[src/hw/rtl/mhpq_pkg.sv]
// Shared constants, types and command codes of the min-heap priority queue.
package mhpq_pkg;

   localparam int CAPACITY = 1024;
   localparam int DATA_W   = 32;
   localparam int IDX_W    = $clog2(CAPACITY);
   localparam int CNT_W    = $clog2(CAPACITY + 1);

   localparam logic [1:0] CMD_INSERT = 2'd0;
   localparam logic [1:0] CMD_DELETE = 2'd1;
   localparam logic [1:0] CMD_PEEK   = 2'd2;

   typedef logic signed [DATA_W-1:0] data_type;

   localparam data_type EMPTY_MIN = data_type'(-1);

   typedef struct packed {
      logic              ins;
      data_type          value;
      logic [CNT_W-1:0]  count;
   } bcast_type;

endpackage

[src/hw/rtl/mhpq_cell.sv]
// One slot of the sorted chain: holds a value, shifts on insert and on delete scan.
module mhpq_cell import mhpq_pkg::*; (
   input  logic              clock,
   input  logic              reset,
   input  logic [IDX_W-1:0]  idx,
   input  bcast_type         bc,
   input  data_type          left_value,
   input  logic              left_gt,
   input  data_type          right_value,
   input  logic              token_in,
   input  logic              hit_in,
   output data_type          value,
   output logic              gt,
   output logic              token_out,
   output logic              hit_out
);

   data_type value_ff, value_in;
   logic     token_ff;
   logic     hit_ff;
   logic     occupied;
   logic     match;
   logic     hit_now;

   assign occupied  = CNT_W'(idx) < bc.count;
   assign gt        = !occupied || (bc.value < value_ff);
   assign match     = occupied && (value_ff == bc.value);
   assign hit_now   = hit_ff || match;
   assign value     = value_ff;
   assign token_out = token_ff;
   assign hit_out   = hit_now;

   always_comb begin
      value_in = value_ff;
      if (bc.ins) begin
         if (left_gt) begin
            value_in = left_value;
         end else if (gt) begin
            value_in = bc.value;
         end
      end else if (token_ff && hit_now) begin
         value_in = right_value;
      end
   end

   always_ff @(posedge clock) begin
      if (reset) begin
         token_ff <= 1'b0;
      end else begin
         token_ff <= token_in;
      end
   end

   always_ff @(posedge clock) begin
      value_ff <= value_in;
      hit_ff   <= hit_in;
   end

endmodule

[config.mk]
export PLATFORM = sky130hd
export DESIGN_NAME = mhpq_cell
export DESIGN_NICKNAME = d
export VERILOG_FILES = /design/src/hw/rtl/mhpq_pkg.sv /design/src/hw/rtl/mhpq_cell.sv
export SDC_FILE = /design/constraint.sdc
export NUM_CORES = 1
export LEC_CHECK = 0
export BUFFER_PORTS_ARGS = -buffer_cell sky130_fd_sc_hd__buf_2
export CORE_ASPECT_RATIO = 1.5
export CORE_MARGIN = 2
export CORE_UTILIZATION = 45
export DETAILED_ROUTE_END_ITERATION = 10
export GPL_TIMING_DRIVEN = 0
export PLACE_DENSITY = 0.81
export RECOVER_POWER = 100
export SLEW_MARGIN = 20
export SYNTH_ARGS = -nofsm -noshare
export SYNTH_HDL_FRONTEND = slang
export SYNTH_SLANG_ARGS = --single-unit
[constraint.sdc]
create_clock -name clock -period 5.4 [get_ports clock]
set_input_delay 1.08 -clock clock [delete_from_list [all_inputs] [get_ports clock]]
set_output_delay 1.08 -clock clock [all_outputs]
set_load 0.01 [all_outputs]
==> results of run 1 <==
[power by group through the flow]
| stage | clock (W) | combinational (W) | sequential (W) |
|---|---|---|---|
| CTS | 0.000189 | 0.000261 | 0.000334 |
| floorplan | 0 | 0.000131 | 0.000353 |
| detailed placement | 0 | 0.000260 | 0.000340 |
| finish | 0.000182 | 0.000250 | 0.000335 |
| global route | 0.000202 | 0.000280 | 0.000338 |
| global placement | 0 | 0.000245 | 0.000340 |
[per-stage QoR]
stage | area, um2 | instances | utilization
after floorplan | 2810 | 303 | -
after global placement | 3684 | 533 | 0.6051
after detailed placement | 3719 | 534 | 0.6109
after CTS | 3800 | 542 | 0.6243
after global routing | 3734 | 542 | 0.6134
final | 3734 | 542 | 0.6134
[area by class of cell]
| cell class | count | area share |
|---|---|---|
| Sequential cell | 34 | 0.2681 |
| Inverter | 42 | 0.04223 |
| Clock buffer | 6 | 0.01944 |
| Multi-Input combinational cell | 216 | 0.4249 |
| Clock inverter | 2 | 0.002346 |
| Timing Repair Buffer | 157 | 0.2041 |
| Tap cell | 74 | 0.02480 |
| Buffer | 11 | 0.01408 |
[cells in the final DEF (no fill, tap or decap), types with 3 or more instances in the layout]
cell,synthesis,layout
buf_2,3,122
a21oi_1,48,48
edfxtp_1,32,32
nor2_1,38,38
a21o_1,3,3
nand2_1,12,12
nor2b_1,3,3
inv_1,42,42
clkbuf_8,0,5
mux2i_1,33,33
o21ai_0,4,4
nand4_1,6,7
clkbuf_1,7,45
ha_1,41,41
[how the worst max path moves through the flow]
| stage | from | depth (start not counted) | endpoint | slack (ns) |
|---|---|---|---|---|
| 2_1_floorplan | bc[42] | 7 | value[0]$_DFFE_PP_ | 1.26 |
| 3_3_place_gp | bc[42] | 8 | value[14]$_DFFE_PP_ | 0.17 |
| 3_5_place_dp | bc[25] | 9 | gt | 1.31 |
| 4_1_cts | bc[25] | 9 | gt | 1.29 |
| 5_1_grt | bc[42] | 9 | value[14]$_DFFE_PP_ | 0.80 |
| 6_report | bc[42] | 9 | value[14]$_DFFE_PP_ | 1.07 |
[layer usage]
layer	up-vias	routed length, um
met4	0	137
met2	97	4195
met5	-	0
met3	14	431
met1	1273	2825
li1	1412	-
[cells in the mapped netlist, types with 3 or more instances]
cell and n:
a21oi_1 48, inv_1 42, ha_1 41, nor2_1 38
mux2i_1 33, edfxtp_1 32, nand2_1 12, clkbuf_1 7
nand4_1 6, o21ai_0 4, a21o_1 3, buf_2 3
nor2b_1 3
[state kept, by name, summed over array words and instances (netlist names)]
signal     flops
hit_ff         1
value         32
token_out      1
[cell families (layout without fill, tap and decap cells)]
logic type	count (synthesis)	count (layout)	share of synthesized area
compound gates	70	70	0.1438
fa+ha+maj	41	41	0.1825
buf+inv	53	218	0.07480
flops	34	34	0.3562
mux	33	33	0.1175
simple gates	72	72	0.1251
==> out/summary.txt, run 1 <==
Resized Gates After CTS -> 0
Relative slew slack -> -0.02833
Max Slew Vio Count -> 16
Peak supply drop -> 0.1404 mV
Clk slew on worst S/H paths -> 0.07 ns
Logic pwr share -> 0.326
Area occupied by multi-input gates -> 1587 um2
Filler cells -> 594
Worst r2r src -> value[31]$_DFFE_PP_
CP Buf/Inv Count -> 2
Slowest CP cell -> nor2_1
Antenna violations before repair -> 0
Post-Route WL -> 7.590 mm
Worst-skew pair later-pin latency -> 0.28 ns
Cell Area, Synth -> 2810 um2
R2R setup slack -> 1.58 ns
Final ANT Viol Nets -> 0
Fmax -> 0.2309 GHz
Grt peak-use layer -> met2
Setup Crit Path Kind -> input port to flop
Synth unique cells -> 38
CP Data Required Time -> 5.39 ns
CTS tree -> built
Yosys top cell area share -> 0.3419
Vias in the first global route -> 2728
Row cnt -> 35
Syn avg cell area -> 9.275 um2
Share of power burned in the clock network -> 0.237
Gpl congestion -> 0.8021
Worst setup SP type -> input port
Setup_tns -> 0 ns
Reg-to-reg endpoint -> value[14]$_DFFE_PP_
Max clock buf depth -> 2
Area delta synth->final -> 32.86%
Hold depth -> 1
Register-to-Register Path Depth -> 9
#FFs+latches synth -> 34
Largest cells by area after synthesis -> edfxtp_1, ha_1, mux2i_1
Outcome -> finished, violations left
Setup WS pre-CTS -> 1.310 ns
Endpoints failing hold -> 0
First-pass DRT Iterations -> 4
Hpwl dp -> 6.359 mm
Total gr overflow -> 0
Final WS setup -> 1.069 ns
Int Power -> 0.0005235 W
Sequential share of the synthesized area -> 0.3562
ANT cells -> 0
CP max FO -> 17
Worst Clk Skew -> 0.006343 ns
Final hold slack -> 0.8994 ns
DRC -> 0
Fin nets -> 631
Most used DFF post-synth -> edfxtp_1
Hold_sp -> hit_in
Max-capacitance violation count -> 1
CTS Hold Bufs -> 0
Core area -> 6087 um2
Final setup violation count -> 0
IO Count -> 158
Worst Hold Endpoint -> hit_ff$_DFF_P_
Sw Pwr -> 0.0002427 W
Fin crit share -> 0.8021
H-tree Lvls -> 2
Post-synthesis cell count -> 303
Net Count, Synth -> 467
Tot Pwr -> 0.0007662 W
RSZ-0062 raised after global routing -> no
CTS Buf Count -> 5
Initial core utilization -> 0.4617
Top delay family on crit path -> simple AND/OR/NAND/NOR gates
Met2 Use GR -> 0.4172
CP arrival -> 4.32 ns
Post-CTS setup repair buffer count -> 0
Hold Crit Class -> input port to flop
Leakage power -> 1.928 nW
Critical path, cell by cell -> clkbuf_1, ha_1, nand4_1, nor4_1, and3_1, a41oi_1, a41o_1, nor2_1, buf_16
Worst setup EP type -> flop
Wirelength per Cell -> 14.00 um
CP max stage delay -> 1.14 ns
Vias/cell -> 5.159
Total GRT Usage -> 0.2200
Die width -> 68.53 um
Sequential group share of total power -> 0.437
Number of flops mapped to enable cells by yosys -> 32
Crit path time final -> 4.331 ns
Met3 GRT Util -> 0.03687
Die Y -> 100.8 um
Register area -> 1001 um2
Layout cells sized above 1 -> 0.2842
Switching part of the total -> 0.3168
Detailed Route Iter0 Violations -> 77
Die ar. -> 6906 um2
Port bufs -> 156
Violated checks -> max-capacitance violations, max-slew violations
Ys Warns -> 0
Async SR Flop Fraction -> 0
Largest net degree at the start of global routing -> 18
Root Buffer -> clkbuf_8
PwrDens -> 205.2 nW/um2
Met1 Resource Use GR -> 0.2306
Worst Max-Slew Pin Slew -> 1.537 ns
CTS sink count -> 34
Vias -> 2796
Post-synth top area cell -> edfxtp_1
First-pass GRT wire length -> 11.51 mm
Note: power is estimated with default switching activity, not from simulation.
==> run 2: changes to the inputs <==
- clock period: 5.4 -> 4.5 ns (I/O delays scaled with it)
==> out/summary.txt, run 2 (synthesized netlist as in run 1, its figures left out) <==
Antenna violations before repair -> 0
Wirelength per Cell -> 13.99 um
Layout cells sized above 1 -> 0.2863
Fmax -> 0.2641 GHz
CTS sink count -> 34
PwrDens -> 245.9 nW/um2
Grt peak-use layer -> met2
Setup WS pre-CTS -> 0.7704 ns
Leakage power -> 1.929 nW
Max reg flops -> 32
Met3 GRT Util -> 0.03687
Total GRT Usage -> 0.2200
Vias -> 2798
Worst Clk Skew -> 0.006343 ns
Hold Crit Class -> input port to flop
Row cnt -> 35
Outcome -> finished, final reports clean
Worst setup SP type -> input port
Fin nets -> 631
Die ar. -> 6906 um2
Final ANT Viol Nets -> 0
Relative slew slack -> 0.6353
Commonest non-fill, non-tap cells in the layout -> buf_2, a21oi_1, clkbuf_1, inv_1, ha_1
Port bufs -> 156
First-pass DRT Iterations -> 4
Peak supply drop -> 0.1688 mV
Hpwl dp -> 6.359 mm
Core area -> 6087 um2
CTS tree -> built
First-pass GRT wire length -> 11.51 mm
Crit path time final -> 3.786 ns
Initial core utilization -> 0.4617
Register-to-Register Path Depth -> 9
Total gr overflow -> 0
Largest net degree at the start of global routing -> 18
Detailed Route Iter0 Violations -> 92
RSZ-0062 raised after global routing -> no
Final setup violation count -> 0
Resized Gates After CTS -> 0
H-tree Lvls -> 2
DRC -> 0
Final core occ -> 0.6146
Fin crit share -> 0.8414
Max clock buf depth -> 2
Max-capacitance violation count -> 0
Worst-skew pair later-pin latency -> 0.28 ns
IO Count -> 158
Met1 Resource Use GR -> 0.2306
Post-CTS setup repair buffer count -> 0
Vias in the first global route -> 2728
Final hold slack -> 0.7194 ns
CP arrival -> 2.89 ns
Root Buffer -> clkbuf_8
Vias/cell -> 5.162
Endpoints failing hold -> 0
CP Data Required Time -> 3.60 ns
CP max FO -> 3
Commonest non-fill, non-tap cell in the layout -> buf_2
CTS Buf Count -> 5
Clk slew on worst S/H paths -> 0.07 ns
Final WS setup -> 0.7136 ns
Hold depth -> 1
Area delta synth->final -> 33.13%
Worst setup EP type -> primary output
Met2 Use GR -> 0.4172
Worst Max-Slew Pin Slew -> 0.5458 ns
Post-Route WL -> 7.580 mm
Max Slew Vio Count -> 0
CTS Hold Bufs -> 0
ANT cells -> 0
Die width -> 68.53 um
Die Y -> 100.8 um
Setup Crit Path Kind -> input port to primary output
Setup_tns -> 0 ns
Gpl congestion -> 0.8021
-- run 2: metrics by stage --
step | cells | instance area, um2 | power [W]
6_report | 542 | 3741 | 0.0009201
4_1_cts | 542 | 3800 | 0.0009408
2_1_floorplan | 303 | 2810 | 0.0005807
3_3_place_gp | 533 | 3684 | 0.0007016
5_1_grt | 542 | 3741 | 0.0009849
3_5_place_dp | 534 | 3719 | 0.0007199
-- run 2: layout make-up --
type	count	area, um2
Timing Repair Buffer	157	762.0
Clock inverter	2	8.758
Clock buffer	6	72.57
Inverter	42	157.7
Fill cell	592	2346
Sequential cell	34	1001
Multi-Input combinational cell	216	1594
Buffer	11	52.55
Tap cell	74	92.59
-- run 2: critical path: stages --
cell	delay, ns
buf_2	0.11
ha_1	0.29
nand4_1	0.21
nor4_2	0.09
a21boi_1	0.13
o41ai_1	0.51
nor2b_1	0.25
mux2i_1	0.21
clkbuf_1	0.19
-- run 2: path summary, 6_finish.rpt --
| path | start | end | slack [ns] |
|---|---|---|---|
| max | bc[26] | gt | 0.71 |
| min | hit_in | hit_ff$_DFF_P_ | 0.72 |
| max reg2reg | value[31]$_DFFE_PP_ | value[14]$_DFFE_PP_ | 1.37 |
| min reg2reg | token_out$_SDFF_PP0_ | value[3]$_DFFE_PP_ | 1.01 |
-- run 2: per-layer routing --
metal | routed length (um) | up-vias
met1 | 2803 | 1272
met2 | 4190 | 101
li1 | - | 1411
met4 | 137 | 0
met5 | 0 | -
met3 | 448 | 14
-- run 2: power by group --
group | internal, W | switching (W)
clock network | 0.000106 | 0.000112
registers | 0.000387 | 0.0000146
logic | 0.000135 | 0.000166
==> run 3: changes to the inputs <==
- CORE_UTILIZATION: 45 -> 41
- PLACE_DENSITY: 0.81 -> 0.78
- clock period: 4.5 -> 3.13 ns (I/O delays scaled with it)
==> out/summary.txt, run 3 (synthesized netlist as in run 1, its figures left out) <==
Die ar. -> 7546 um2
Setup WS pre-CTS -> -0.3611 ns
CP arrival -> 2.46 ns
Non-Filler Instances -> 547
Worst setup SP type -> input port
Final WS setup -> 0.04054 ns
CTS sink count -> 34
CTS tree -> built
Area occupied by multi-input gates -> 1705 um2
Max clock buf depth -> 2
First-pass GRT wire length -> 12.53 mm
Leakage power -> 2.014 nW
Root Buffer -> clkbuf_8
Outcome -> finished, final reports clean
Final core occ -> 0.5772
Area delta synth->final -> 38.82%
Vias/cell -> 5.037
IO Count -> 158
Worst setup EP type -> primary output
Total GRT Usage -> 0.2068
Final ANT Viol Nets -> 0
Peak supply drop -> 0.3103 mV
Core area -> 6759 um2
Endpoints failing hold -> 0
Commonest non-fill, non-tap cells in the layout -> buf_2, a21oi_1, inv_1, clkbuf_1, ha_1
CTS Hold Bufs -> 0
First-pass DRT Iterations -> 4
Wirelength per Cell -> 13.91 um
Post-Route WL -> 7.608 mm
Max-capacitance violation count -> 0
Register area -> 1001 um2
Die width -> 71.60 um
Filler cells -> 626
Hold Crit Class -> input port to flop
Max Slew Vio Count -> 0
CTS Buf Count -> 5
Fin nets -> 632
Final setup violation count -> 0
Commonest non-fill, non-tap cell in the layout -> buf_2
Max reg flops -> 32
Port bufs -> 156
Detailed Route Iter0 Violations -> 100
Fin crit share -> 0.9870
Setup Crit Path Kind -> input port to primary output
Fmax -> 0.3237 GHz
Setup_tns -> 0 ns
Hpwl dp -> 6.150 mm
DRC -> 0
Total gr overflow -> 0
ANT cells -> 0
Relative slew slack -> 0.4337
Vias -> 2755
Layout cells sized above 1 -> 0.3198
Worst Clk Skew -> 0.01030 ns
Die Y -> 105.4 um
Worst-skew pair later-pin latency -> 0.29 ns
Tot Pwr -> 0.001525 W
PwrDens -> 390.9 nW/um2
Vias in the first global route -> 2889
Antenna violations before repair -> 0
# placed instances -> 537
Row cnt -> 37
Largest net degree at the start of global routing -> 17
Worst Max-Slew Pin Slew -> 0.8468 ns
Gpl congestion -> 0.8496
RSZ-0062 raised after global routing -> yes
CP max FO -> 2
CP Data Required Time -> 2.50 ns
H-tree Lvls -> 2
Crit path time final -> 3.089 ns
Clk slew on worst S/H paths -> 0.08 ns
Initial core utilization -> 0.4158
run 3: repair_timing:
item                                    4_1_cts  5_1_grt
pin swaps                                     0        6
setup buffers                                 0        1
resized for setup                             2       13
endpoints found under the setup margin       33        1
gates cloned                                  1        0
run 3: final timing paths:
| path | start | endpoint | slack, ns | cells after the start |
|---|---|---|---|---|
| worst max-delay path | bc[12] | gt | 0.04 | 9 |
| worst min-delay path | hit_in | hit_ff$_DFF_P_ | 0.44 | 1 |
| worst max register to register | value[31]$_DFFE_PP_ | value[16]$_DFFE_PP_ | 0.19 | 8 |
| worst min register to register | token_out$_SDFF_PP0_ | value[20]$_DFFE_PP_ | 1.10 | 3 |
run 3: metrics by stage:
step | instance area, um2 | hold WS, ns
4_1_cts | 3852 | 0.4333
5_1_grt | 3901 | 0.4277
6_report | 3901 | 0.4418
3_3_place_gp | 3696 | 0.7313
3_5_place_dp | 3696 | 0.7337
2_1_floorplan | 2818 | 0.6537
run 3: layout make-up:
cell class,instances,share of cell area
multi-input combinational,217,0.4371
sequential,34,0.2566
timing repair buffer,157,0.1921
inverter,42,0.04041
tap,78,0.02502
clock buffer,5,0.01764
clock inverter,3,0.01764
buffer,11,0.01347
run 3: where the power goes:
part	internal, W	switching [W]
sequential	0.000556	0.0000214
clock	0.000319	0.000180
combinational	0.000197	0.000250
run 3: critical path: stages:
cell	delay [ns]
buf_4	0.13
ha_4	0.23
nor2b_4	0.12
o211ai_1	0.29
a21boi_4	0.11
o41ai_4	0.43
nor2b_4	0.21
mux2i_1	0.17
buf_2	0.15
run 3: layer usage:
| layer | track usage | vias to the layer above | wire length, um |
|---|---|---|---|
| li1 | - | 1410 | - |
| met4 | 0.05660 | 0 | 71 |
| met3 | 0.04015 | 4 | 406 |
| met1 | 0.2156 | 1252 | 2838 |
| met5 | 0 | - | 0 |
| met2 | 0.4048 | 89 | 4291 |
